### src/design/ntrs_pkg.sv
// Shared types, constants and command codes of the neighbor table engine.
package ntrs_pkg;

   // Fixed field widths.
   localparam int IP_W      = 32;
   localparam int MAC_W     = 48;
   localparam int GEO_W     = 64;
   localparam int HEADING_W = 9;
   localparam int CMD_W     = 3;
   localparam int SLOT_W    = 6;
   localparam int CELL_W    = 2;
   localparam int INDEX_W   = 6;
   localparam int DWELL_W   = 2;
   localparam int COUNT_W   = 7;

   // Table depth default and the fixed grid geometry.
   localparam int TABLE_DEPTH_DEF = 64;
   localparam int GRID_SIZE       = 3;
   localparam int GRID_CELLS      = GRID_SIZE * GRID_SIZE;

   // Heading boundaries in degrees.
   localparam int HEAD_EAST_LO  = 45;
   localparam int HEAD_SOUTH_LO = 135;
   localparam int HEAD_WEST_LO  = 225;
   localparam int HEAD_NORTH_LO = 315;

   // Command codes.
   localparam logic [CMD_W-1:0] CMD_WRITE_ENTRY = 3'd0;
   localparam logic [CMD_W-1:0] CMD_WRITE_CELL  = 3'd1;
   localparam logic [CMD_W-1:0] CMD_FIND_IP     = 3'd2;
   localparam logic [CMD_W-1:0] CMD_FIND_MAC    = 3'd3;
   localparam logic [CMD_W-1:0] CMD_FIRST_GRID  = 3'd4;
   localparam logic [CMD_W-1:0] CMD_BEST_GRID   = 3'd5;

   // One neighbor table entry as stored in the table memory.
   typedef struct packed {
      logic [IP_W-1:0]      ip;
      logic [MAC_W-1:0]     mac;
      logic [GEO_W-1:0]     geo;
      logic [HEADING_W-1:0] heading;
   } entry_type;

   // Grid lookup result for one probed entry.
   typedef struct packed {
      logic               hit;
      logic [DWELL_W-1:0] dwell;
   } grid_match_type;

endpackage

### src/design/ntrs_grid.sv
// Geohash grid cells with parallel compare and dwell evaluation of one entry.
module ntrs_grid import ntrs_pkg::*; (
   input  logic                 clock,
   input  logic                 wr_en,
   input  logic [CELL_W-1:0]    wr_row,
   input  logic [CELL_W-1:0]    wr_col,
   input  logic [GEO_W-1:0]     wr_geo,
   input  logic [GEO_W-1:0]     probe_geo,
   input  logic [HEADING_W-1:0] probe_heading,
   output grid_match_type       match
);

   localparam logic [1:0] QUAD_NORTH = 2'd0;
   localparam logic [1:0] QUAD_EAST  = 2'd1;
   localparam logic [1:0] QUAD_SOUTH = 2'd2;
   localparam logic [1:0] QUAD_WEST  = 2'd3;

   logic [GEO_W-1:0]      cells_ff [GRID_CELLS];
   logic [GRID_CELLS-1:0] hit_vec;
   logic [GRID_CELLS-1:0] first_vec;
   logic [1:0]            quad;
   logic [DWELL_W-1:0]    dwell_sel;
   logic                  cell_ok;
   logic [3:0]            wr_index;

   // Cell write; out-of-range coordinates are dropped.
   assign cell_ok  = (wr_row < CELL_W'(GRID_SIZE)) && (wr_col < CELL_W'(GRID_SIZE));
   assign wr_index = 4'(wr_row) * 4'(GRID_SIZE) + 4'(wr_col);

   always_ff @(posedge clock) begin
      if (wr_en && cell_ok) begin
         cells_ff[wr_index] <= wr_geo;
      end
   end

   // Heading quadrant; headings of 315 and above count as north.
   always_comb begin
      if (probe_heading >= HEADING_W'(HEAD_EAST_LO) &&
          probe_heading <  HEADING_W'(HEAD_SOUTH_LO)) begin
         quad = QUAD_EAST;
      end else if (probe_heading >= HEADING_W'(HEAD_SOUTH_LO) &&
                   probe_heading <  HEADING_W'(HEAD_WEST_LO)) begin
         quad = QUAD_SOUTH;
      end else if (probe_heading >= HEADING_W'(HEAD_WEST_LO) &&
                   probe_heading <  HEADING_W'(HEAD_NORTH_LO)) begin
         quad = QUAD_WEST;
      end else begin
         quad = QUAD_NORTH;
      end
   end

   // Compare against all cells at once and keep the first hit in row-major order.
   always_comb begin
      for (int k = 0; k < GRID_CELLS; k++) begin
         hit_vec[k] = (probe_geo == cells_ff[k]);
      end
   end

   assign first_vec = hit_vec & ~(hit_vec - GRID_CELLS'(1));

   // Dwell of the first matching cell.
   always_comb begin
      dwell_sel = '0;
      for (int r = 0; r < GRID_SIZE; r++) begin
         for (int c = 0; c < GRID_SIZE; c++) begin
            if (first_vec[r * GRID_SIZE + c]) begin
               unique case (quad)
                  QUAD_EAST:  dwell_sel = DWELL_W'(GRID_SIZE - c);
                  QUAD_WEST:  dwell_sel = DWELL_W'(c + 1);
                  QUAD_SOUTH: dwell_sel = DWELL_W'(GRID_SIZE - r);
                  default:    dwell_sel = DWELL_W'(r + 1);
               endcase
            end
         end
      end
   end

   assign match.hit   = |hit_vec;
   assign match.dwell = dwell_sel;

endmodule

### config.mk
export PLATFORM = sky130hd
export DESIGN_NAME = ntrs_grid
export DESIGN_NICKNAME = d
export VERILOG_FILES = /design/src/design/ntrs_pkg.sv /design/src/design/ntrs_grid.sv
export SDC_FILE = /design/constraint.sdc
export NUM_CORES = 1
export LEC_CHECK = 0
export ABC_AREA = 1
export BUFFER_PORTS_ARGS = -buffer_cell sky130_fd_sc_hd__buf_2
export CORE_AREA = 2 2 209 211
export DETAILED_ROUTE_END_ITERATION = 8
export DIE_AREA = 0 0 211 213
export PLACE_DENSITY = 0.87
export REMOVE_ABC_BUFFERS = 1
export SLEW_MARGIN = 20
export SYNTH_ARGS = -nofsm -noshare
export SYNTH_HDL_FRONTEND = slang
export SYNTH_SLANG_ARGS = --single-unit
### constraint.sdc
create_clock -name clock -period 23.8 [get_ports clock]
set_input_delay 4.76 -clock clock [delete_from_list [all_inputs] [get_ports clock]]
set_output_delay 4.76 -clock clock [all_outputs]
set_load 0.05 [all_outputs]
==> insert_results.sql, run 1 <==
INSERT INTO impl_metrics (metric_group, metric, value, unit) VALUES
('synth', 'post_synth_xor_area_fraction', '0.117', ''),
('critical_path', 'worstSetupStartpoint', 'probe_geo[36]', ''),
('clock_tree', 'clock_path_buffers', '3', ''),
('synth', 'synth_compound_gate_area_share', '0.00264', ''),
('clock_tree', 'clockRootBuffer', 'sky130_fd_sc_hd__clkbuf_16', ''),
('final_layout', 'post_route_cells_drive_above_1_share', '0.120', ''),
('floorplan', 'start_util', '0.655', ''),
('critical_path', 'worst-path-max-fanout', '11', ''),
('floorplan', 'floorplan.die.width', '211', 'um'),
('global_route', 'grt_first_pass_wirelength', '99300', 'um'),
('synth', 'synth-simple-area-share', '0.190', ''),
('global_route', 'grtUsageTotal', '0.293', ''),
('run', 'cap_violations', '0', ''),
('placed_design', 'port_buffers', '145', ''),
('global_route', 'grt_antenna_before_repair', '12', ''),
('final_layout', 'largest_registers', 'cells_ff: 576 flops', ''),
('floorplan', 'ioPinCount', '146', ''),
('critical_path', 'end_kind', 'output port', ''),
('clock_tree', 'cts_repair_resize_count', '0', ''),
('clock_tree', 'numCtsBuffers', '55', ''),
('routing', 'dr.first_iter.drc_count', '2061', ''),
('routing', 'detailroute.via_count', '18933', ''),
('timing', 'post-route-worst-setup-slack', '11.47', 'ns'),
('synth', 'synth_fa_ha_area_frac', '0.00456', ''),
('outcome', 'status', 'completed', ''),
('synth', 'syn-mean-instance-area', '10.5', 'um2'),
('final_layout', 'syn_to_final_growth', '9.93', '%'),
('clock_tree', 'clock_tree_from_tritoncts', 'done', ''),
('final_layout', 'layout_commonest_cell', 'sky130_fd_sc_hd__nand2_1', ''),
('critical_path', 'worstSetupPathType', 'primary input to output port', ''),
('critical_path', 'path_delay_family', 'simple AND/OR/NAND/NOR gates', ''),
('critical_path', 'cp.depth', '10', ''),
('timing', 'finalHoldViolCount', '0', ''),
('timing', 'grt_setup_unrepaired', 'false', ''),
('critical_path', 'crit_path_end', 'match[1]', ''),
('synth', 'synthesis.area', '28000', 'um2'),
('power_and_ir_drop', 'worst_ir_drop_vdd', '59.7', 'uV'),
('synth', 'synth_flop_cell', 'sky130_fd_sc_hd__edfxtp_1', ''),
('critical_path', 'worstSetupStartpointType', 'primary input', ''),
('clock_tree', 'hold_buffers', '0', ''),
('critical_path', 'timing.critical_path.slowest_stage_cell', 'sky130_fd_sc_hd__nor4_1', ''),
('final_layout', 'max_ffs_per_register', '576', ''),
('routing', 'drt.antenna.violating_nets', '0', ''),
('power_and_ir_drop', 'power_leakage', '0.0122', 'uW'),
('timing', 'setup_tns', '0', 'ns'),
('floorplan', 'dieHeight', '213', 'um'),
('synth', 'synth_unique_cells', '36', ''),
('floorplan', 'dieArea', '44900', 'um2'),
('critical_path', 'critPathArrivalTime', '7.57', 'ns'),
('timing', 'slew_violations', '0', ''),
('global_route', 'largest_net_degree_at_the_start_of_global_routing', '65', ''),
('synth', 'post_synth_mux_area_share', '0', ''),
('clock_tree', 'clkTransAtPathRegs', '0.06', 'ns'),
('synth', 'synth_edf_count', '576', ''),
('worst_hold_path', 'hold_class', 'primary input to register', ''),
('critical_path', 'cp.required', '19.04', 'ns'),
('synth', 'async_flop_share', '0', ''),
('routing', 'detail_route.wl_per_cell', '19.3', 'um'),
('global_route', 'first_global_vias', '19086', ''),
('worst_hold_path', 'worst_hold_path.num_cells', '1', ''),
('global_route', 'globalRoute.totalOverflow', '0', ''),
('final_layout', 'n_fill_cell', '2565', ''),
('routing', 'vias_per_cell', '5.56', ''),
('final_layout', 'layout.nets', '2959', ''),
('clock_tree', 'htree_num_levels', '2', ''),
('routing', 'aggregate_routed_wire_length', '65700', 'um'),
('critical_path', 'cp_cell_sequence', 'buf_2 -> xnor2_1 -> nand3_1 -> nor4_1 -> nand4_1 -> or2_0 -> nor2_1 -> nand2_1 -> nand2_1 -> buf_2', ''),
('routing', 'drtPass1Iterations', '9', ''),
('timing', 'min_period', '12.33', 'ns'),
('timing', 'max_slew.worst_pin.slew', '1.16', 'ns'),
('synth', 'ys_seq_area_frac', '0.619', '');
[stage by stage]
step / power, uW / utilization / instance area [um2]
floorplan: 1300 / - / 27300
global placement: 1370 / 0.676 / 28900
detailed placement: 1390 / 0.676 / 28900
CTS: 2270 / 0.719 / 30700
global route: 2330 / 0.720 / 30700
finish: 2270 / 0.720 / 30700
[area by class of cell]
class                   instances  area [um2]  area share
diodes                         11        27.5    0.000896
multi-input cells            1700        8840       0.288
well taps                     546         683      0.0222
flip-flops and latches        576       17300       0.563
clock inverters                36         398      0.0129
inverters                     318        1230      0.0400
clock buffers                  64        1450      0.0473
repair buffers                156         808      0.0263
[layer usage]
metal / wire length (um) / up-vias / global-route usage / share of wire
met2: 32500 / 957 / 0.495 / 0.49
met3: 5580 / 199 / 0.0446 / 0.085
met1: 24500 / 9002 / 0.365 / 0.37
met4: 3150 / 2 / 0.163 / 0.048
met5: 11 / - / 0 / 0.00017
li1: - / 8773 / - / -
[Yosys cell counts, types with 24 or more instances]
| cell | count | area (um2) |
|---|---|---|
| sky130_fd_sc_hd__nor2_1 | 277 | 1040 |
| sky130_fd_sc_hd__buf_6 | 47 | 529 |
| sky130_fd_sc_hd__inv_2 | 31 | 116 |
| sky130_fd_sc_hd__xnor2_1 | 261 | 2290 |
| sky130_fd_sc_hd__nand4_1 | 37 | 231 |
| sky130_fd_sc_hd__edfxtp_1 | 576 | 17300 |
| sky130_fd_sc_hd__nand3_1 | 55 | 275 |
| sky130_fd_sc_hd__nand2_1 | 831 | 3120 |
| sky130_fd_sc_hd__or2_2 | 26 | 163 |
| sky130_fd_sc_hd__nor3_1 | 24 | 120 |
| sky130_fd_sc_hd__xor2_1 | 111 | 972 |
| sky130_fd_sc_hd__inv_1 | 273 | 1020 |
[logic make-up after synthesis]
family / Yosys count
AOI/OAI and AO/OA: 13
xor gates and xnor gates: 372
adders and majority gates: 9
buffers and inverters: 382
DFF: 576
and+or+nand+nor: 1306
[worst min path at each step]
stage	end	start	slack [ns]
floorplan	cells_ff[0][0]	wr_geo[0]	4.86
global placement	cells_ff[3][38]	wr_geo[38]	5.04
detailed placement	cells_ff[3][38]	wr_geo[38]	5.04
CTS	cells_ff[6][59]	wr_geo[59]	4.40
global route	cells_ff[8][59]	wr_geo[59]	4.42
finish	cells_ff[3][38]	wr_geo[38]	4.43
[power breakdown]
part           switching, uW  internal [uW]  total (uW)
clock                    380            523         903
combinational            128           67.2         195
sequential              16.9           1160        1170
total                    525           1750        2270
Note: power is estimated with default switching activity, not from simulation.
==> inputs of run 2 (changes only) <==
CORE_AREA = 2 2 216 218   (was 2 2 209 211)
DIE_AREA = 0 0 218 220   (was 0 0 211 213)
PLACE_DENSITY = 0.82   (was 0.87)
clock period = 12.46 ns   (was 23.8 ns; I/O delays follow)
==> insert_results.sql, run 2 (synthesis gave the netlist of run 1 again) <==
INSERT INTO impl_metrics (metric_group, metric, value, unit) VALUES
('floorplan', 'placement_rows', '79', ''),
('clock_tree', 'clock_path_buffers', '3', ''),
('final_layout', 'post-route-util', '0.668', ''),
('power_and_ir_drop', 'power_frac_clock', '0.381', ''),
('placed_design', 'hpwl_detailed', '42200', 'um'),
('clock_tree', 'clock-sinks', '576', ''),
('run', 'cap_violations', '0', ''),
('timing', 'setup_violations', '0', ''),
('critical_path', 'worstSetupPathType', 'primary input to output port', ''),
('power_and_ir_drop', 'power_report.internal_total', '3250', 'uW'),
('critical_path', 'cp_cell_sequence', 'buf_2 -> xnor2_1 -> nand3_1 -> nor4_1 -> nand4_1 -> or2_0 -> nor2_1 -> nand2_1 -> nand2_1 -> buf_2', ''),
('timing', 'grt_setup_unrepaired', 'false', ''),
('final_layout', 'post_route_cells_drive_above_1_share', '0.117', ''),
('timing', 'slew_violations', '0', ''),
('critical_path', 'critPathArrivalTime', '5.11', 'ns'),
('final_layout', 'largest_registers', 'cells_ff: 576 flops', ''),
('global_route', 'globalRoute.totalOverflow', '0', ''),
('clock_tree', 'clock_tree_from_tritoncts', 'done', ''),
('final_layout', 'largest_register', 'cells_ff', ''),
('timing', 'min_period', '7.60', 'ns'),
('final_layout', 'postLayoutCellArea', '30600', 'um2'),
('power_and_ir_drop', 'power_switching_share', '0.230', ''),
('clock_tree', 'numCtsBuffers', '54', ''),
('floorplan', 'dieHeight', '220', 'um'),
('routing', 'drt.antenna.violating_nets', '0', ''),
('critical_path', 'cp.buffers_inverters', '2', ''),
('routing', 'vias_per_cell', '5.31', ''),
('power_and_ir_drop', 'power_leakage', '0.0122', 'uW'),
('clock_tree', 'htree_num_levels', '2', ''),
('placed_design', 'port_buffers', '145', ''),
('critical_path', 'max_stage_delay', '0.82', 'ns'),
('floorplan', 'start_util', '0.610', ''),
('final_layout', 'n_fill_cell', '3226', ''),
('placed_design', 'gp_routability_congestion', '0.865', ''),
('global_route', 'largest_net_degree_at_the_start_of_global_routing', '65', ''),
('critical_path', 'worstSetupStartpointType', 'primary input', ''),
('global_route', 'first_global_vias', '18154', ''),
('power_and_ir_drop', 'power.density_cell_area', '138', 'nW/um2'),
('critical_path', 'path_delay_family', 'simple AND/OR/NAND/NOR gates', ''),
('worst_hold_path', 'hold_class', 'primary input to register', ''),
('clock_tree', 'cts_setup_buffers', '0', ''),
('floorplan', 'floorplan.die.width', '218', 'um'),
('routing', 'aggregate_routed_wire_length', '62600', 'um'),
('critical_path', 'end_kind', 'output port', ''),
('floorplan', 'dieArea', '48000', 'um2'),
('critical_path', 'timing.critical_path.slowest_stage_cell', 'sky130_fd_sc_hd__nor4_1', ''),
('timing', 'fin_crit_sh', '0.610', ''),
('outcome', 'status', 'completed', ''),
('clock_tree', 'hold_buffers', '0', ''),
('floorplan', 'core_area', '45900', 'um2'),
('critical_path', 'worst-path-max-fanout', '11', ''),
('power_and_ir_drop', 'worst_ir_drop_vdd', '95.1', 'uV'),
('timing', 'achievable-frequency', '0.132', 'GHz'),
('final_layout', 'seqCellArea', '17300', 'um2'),
('timing', 'worst_slew_margin_rel', '0.246', ''),
('routing', 'detailroute.via_count', '18365', ''),
('final_layout', 'syn_to_final_growth', '9.54', '%'),
('routing', 'drtPass1Iterations', '6', ''),
('clock_tree', 'clockRootBuffer', 'sky130_fd_sc_hd__clkbuf_16', ''),
('timing', 'finalHoldViolCount', '0', ''),
('timing', 'max_slew.worst_pin.slew', '1.13', 'ns'),
('critical_path', 'cp.required', '9.97', 'ns'),
('routing', 'drt_drc_violations_left', '0', ''),
('power_and_ir_drop', 'fin_total_pwr', '4220', 'uW'),
('routing', 'detail_route.wl_per_cell', '18.1', 'um'),
('floorplan', 'ioPinCount', '146', ''),
('power_and_ir_drop', 'comb_power_share', '0.087', ''),
('clock_tree', 'cts_repair_resize_count', '0', ''),
('global_route', 'grt_first_pass_wirelength', '95900', 'um'),
('final_layout', 'most_frequent_cells_in_the_layout', 'sky130_fd_sc_hd__nand2_1 (831), sky130_fd_sc_hd__edfxtp_1 (576), sky130_fd_sc_hd__inv_1 (273), sky130_fd_sc_hd__nor2_1 (273), sky130_fd_sc_hd__xnor2_1 (261)', ''),
('global_route', 'grt_antenna_before_repair', '4', ''),
('placed_design', 'post_dp_cell_area', '28900', 'um2'),
('clock_tree', 'clkTransAtPathRegs', '0.06', 'ns'),
('final_layout', 'layout_commonest_cell', 'sky130_fd_sc_hd__nand2_1', ''),
('routing', 'dr.first_iter.drc_count', '1761', ''),
('final_layout', 'layout.nets', '2956', ''),
('timing', 'setup_tns', '0', 'ns'),
('final_layout', 'multi_input_comb_area', '8830', 'um2'),
('power_and_ir_drop', 'power_frac_seq', '0.532', ''),
('global_route', 'grtUsageTotal', '0.263', ''),
('final_layout', 'max_ffs_per_register', '576', ''),
('power_and_ir_drop', 'power.net_switching', '968', 'uW');
==> run 2: routing by layer <==
layer,global-route usage,vias up,wire length (um)
li1,-,8751,-
met1,0.340,8740,25100
met2,0.448,738,30600
met3,0.0444,136,4620
met4,0.0986,0,2210
met5,0,-,0
==> run 2: final timing paths <==
kind | startpoint | to | depth (start not counted)
worst max-delay path | probe_geo[36] | match[1] | 10
worst min-delay path | wr_geo[9] | cells_ff[1][9] | 1
==> run 2: power groups by stage <==
stage	Sequential (uW)	Combinational (uW)	Clock, uW
after CTS	2240	365	1620
after floorplan	2280	210	0
after global routing	2250	407	1700
after detailed placement	2280	361	0
after global placement	2280	344	0
final	2240	366	1610
==> run 2: through the flow <==
| step | instances | setup slack [ns] | hold WS, ns |
|---|---|---|---|
| floorplan | 2594 | 3.64 | 2.59 |
| global placement | 3355 | 4.89 | 2.77 |
| detailed placement | 3355 | 4.96 | 2.77 |
| CTS | 3451 | 4.95 | 2.13 |
| global route | 3453 | 4.83 | 2.15 |
| finish | 3456 | 4.86 | 2.16 |
==> run 2: layout make-up <==
type	count	area share
Sequential cell	576	0.565
Multi-Input combinational cell	1700	0.288
Clock buffer	65	0.0476
Inverter	318	0.0401
Timing Repair Buffer	154	0.0259
Tap cell	607	0.0248
Clock inverter	31	0.00801
Antenna cell	5	0.000409
==> inputs of run 3 (changes only) <==
CORE_AREA = 2 2 227 229   (was 2 2 216 218)
DIE_AREA = 0 0 229 231   (was 0 0 218 220)
PLACE_DENSITY = 0.78   (was 0.82)
clock period = 6.4 ns   (was 12.46 ns; I/O delays follow)
==> insert_results.sql, run 3 (synthesis gave the netlist of run 1 again) <==
INSERT INTO impl_metrics (metric_group, metric, value, unit) VALUES
('outcome', 'status', 'completed', ''),
('floorplan', 'placement_rows', '83', ''),
('critical_path', 'path_delay_family', 'simple AND/OR/NAND/NOR gates', ''),
('routing', 'drt_drc_violations_left', '0', ''),
('clock_tree', 'cts_repair_resize_count', '0', ''),
('timing', 'slew_violations', '0', ''),
('run', 'cap_violations', '0', ''),
('clock_tree', 'htree_num_levels', '2', ''),
('timing', 'fin_crit_sh', '0.781', ''),
('clock_tree', 'cts_setup_buffers', '0', ''),
('global_route', 'first_global_vias', '18186', ''),
('power_and_ir_drop', 'power.density_cell_area', '266', 'nW/um2'),
('timing', 'post-route-worst-setup-slack', '1.40', 'ns'),
('floorplan', 'dieArea', '52900', 'um2'),
('critical_path', 'worstSetupPathType', 'primary input to output port', ''),
('critical_path', 'max_stage_delay', '0.68', 'ns'),
('final_layout', 'largest_registers', 'cells_ff: 576 flops', ''),
('critical_path', 'critPathArrivalTime', '3.72', 'ns'),
('clock_tree', 'clock-sinks', '576', ''),
('timing', 'worst_slew_margin_rel', '0.260', ''),
('placed_design', 'dp_slack', '1.36', 'ns'),
('final_layout', 'most_frequent_cells_in_the_layout', 'sky130_fd_sc_hd__nand2_1 (831), sky130_fd_sc_hd__edfxtp_1 (576), sky130_fd_sc_hd__inv_1 (273), sky130_fd_sc_hd__nor2_1 (273), sky130_fd_sc_hd__xnor2_1 (261)', ''),
('timing', 'min_period', '5.00', 'ns'),
('timing', 'achievable-frequency', '0.200', 'GHz'),
('final_layout', 'layout_commonest_cell', 'sky130_fd_sc_hd__nand2_1', ''),
('clock_tree', 'numCtsBuffers', '54', ''),
('timing', 'finalHoldViolCount', '0', ''),
('timing', 'setup_tns', '0', 'ns'),
('clock_tree', 'hold_buffers', '0', ''),
('critical_path', 'timing.critical_path.slowest_stage_cell', 'sky130_fd_sc_hd__nor4_1', ''),
('power_and_ir_drop', 'worst_ir_drop_vdd', '184', 'uV'),
('routing', 'dr.first_iter.drc_count', '1482', ''),
('placed_design', 'gp_routability_congestion', '0.875', ''),
('final_layout', 'syn_to_final_growth', '10.4', '%'),
('final_layout', 'largest_register', 'cells_ff', ''),
('timing', 'max_slew.worst_pin.slew', '1.11', 'ns'),
('routing', 'vias_per_cell', '5.11', ''),
('floorplan', 'floorplan.die.width', '229', 'um'),
('final_layout', 'post_route_cells_drive_above_1_share', '0.117', ''),
('timing', 'setup_violations', '0', ''),
('placed_design', 'post_dp_cell_area', '29100', 'um2'),
('final_layout', 'layout.nets', '2960', ''),
('clock_tree', 'clock_tree_from_tritoncts', 'done', ''),
('power_and_ir_drop', 'power_leakage', '0.0122', 'uW'),
('final_layout', 'n_fill_cell', '3963', ''),
('floorplan', 'start_util', '0.552', ''),
('clock_tree', 'clock_path_buffers', '3', ''),
('timing', 'grt_setup_unrepaired', 'false', ''),
('critical_path', 'worst-path-max-fanout', '11', ''),
('clock_tree', 'clkTransAtPathRegs', '0.06', 'ns'),
('worst_hold_path', 'hold_class', 'primary input to register', ''),
('global_route', 'globalRoute.totalOverflow', '0', ''),
('critical_path', 'worstSetupStartpointType', 'primary input', ''),
('final_layout', 'postLayoutCellArea', '30900', 'um2'),
('critical_path', 'end_kind', 'output port', ''),
('final_layout', 'max_ffs_per_register', '576', ''),
('global_route', 'largest_net_degree_at_the_start_of_global_routing', '65', ''),
('critical_path', 'cp.required', '5.12', 'ns'),
('routing', 'drtPass1Iterations', '6', ''),
('routing', 'drt.antenna.violating_nets', '0', ''),
('placed_design', 'hpwl_detailed', '43000', 'um'),
('floorplan', 'ioPinCount', '146', ''),
('power_and_ir_drop', 'fin_total_pwr', '8220', 'uW'),
('global_route', 'grt_antenna_before_repair', '19', ''),
('floorplan', 'core_area', '50700', 'um2'),
('clock_tree', 'clockRootBuffer', 'sky130_fd_sc_hd__clkbuf_16', ''),
('placed_design', 'port_buffers', '145', ''),
('routing', 'aggregate_routed_wire_length', '63100', 'um'),
('routing', 'detail_route.wl_per_cell', '17.8', 'um'),
('global_route', 'grtUsageTotal', '0.239', ''),
('critical_path', 'cp_cell_sequence', 'buf_2 -> xnor2_1 -> nand4_1 -> nor4_1 -> nand4_1 -> or2_0 -> nor2_1 -> nor2_1 -> nand2_1 -> buf_2', ''),
('global_route', 'grt_first_pass_wirelength', '97100', 'um'),
('routing', 'detailroute.via_count', '18108', ''),
('critical_path', 'cp.buffers_inverters', '2', ''),
('floorplan', 'dieHeight', '231', 'um');
## run 3: power breakdown
group	total, uW	internal, uW	switching, uW
Clock	3150	1810	1340
Combinational	711	253	458
Sequential	4360	4300	59.4
## run 3: metal layers
| layer | global-route usage | routed length [um] | vias to the layer above |
|---|---|---|---|
| li1 | - | - | 8777 |
| met5 | 0 | 46 | - |
| met3 | 0.0368 | 4200 | 142 |
| met2 | 0.404 | 30800 | 562 |
| met4 | 0.0964 | 2090 | 8 |
| met1 | 0.311 | 26000 | 8619 |
## run 3: area by class of cell
type | instances | area, um2 | area share
inverter | 318 | 1230 | 0.0398
antenna | 15 | 37.5 | 0.00122
timing repair buffer | 158 | 893 | 0.0290
multi-input combinational | 1700 | 8830 | 0.286
sequential | 576 | 17300 | 0.561
tap | 680 | 851 | 0.0276
clock buffer | 68 | 1470 | 0.0476
clock inverter | 26 | 244 | 0.00791
## run 3: worst paths after layout
check,startpoint,endpoint,cells after the start
hold / removal,wr_geo[9],cells_ff[2][9],1
setup / recovery,probe_geo[3],match[0],10
## run 3: stage by stage
stage	std cells	util	hold slack, ns
finish	3541	0.609	0.954
global route	3533	0.608	0.959
CTS	3524	0.607	0.927
detailed placement	3430	0.573	1.57
global placement	3430	0.573	1.56
floorplan	2594	-	1.38
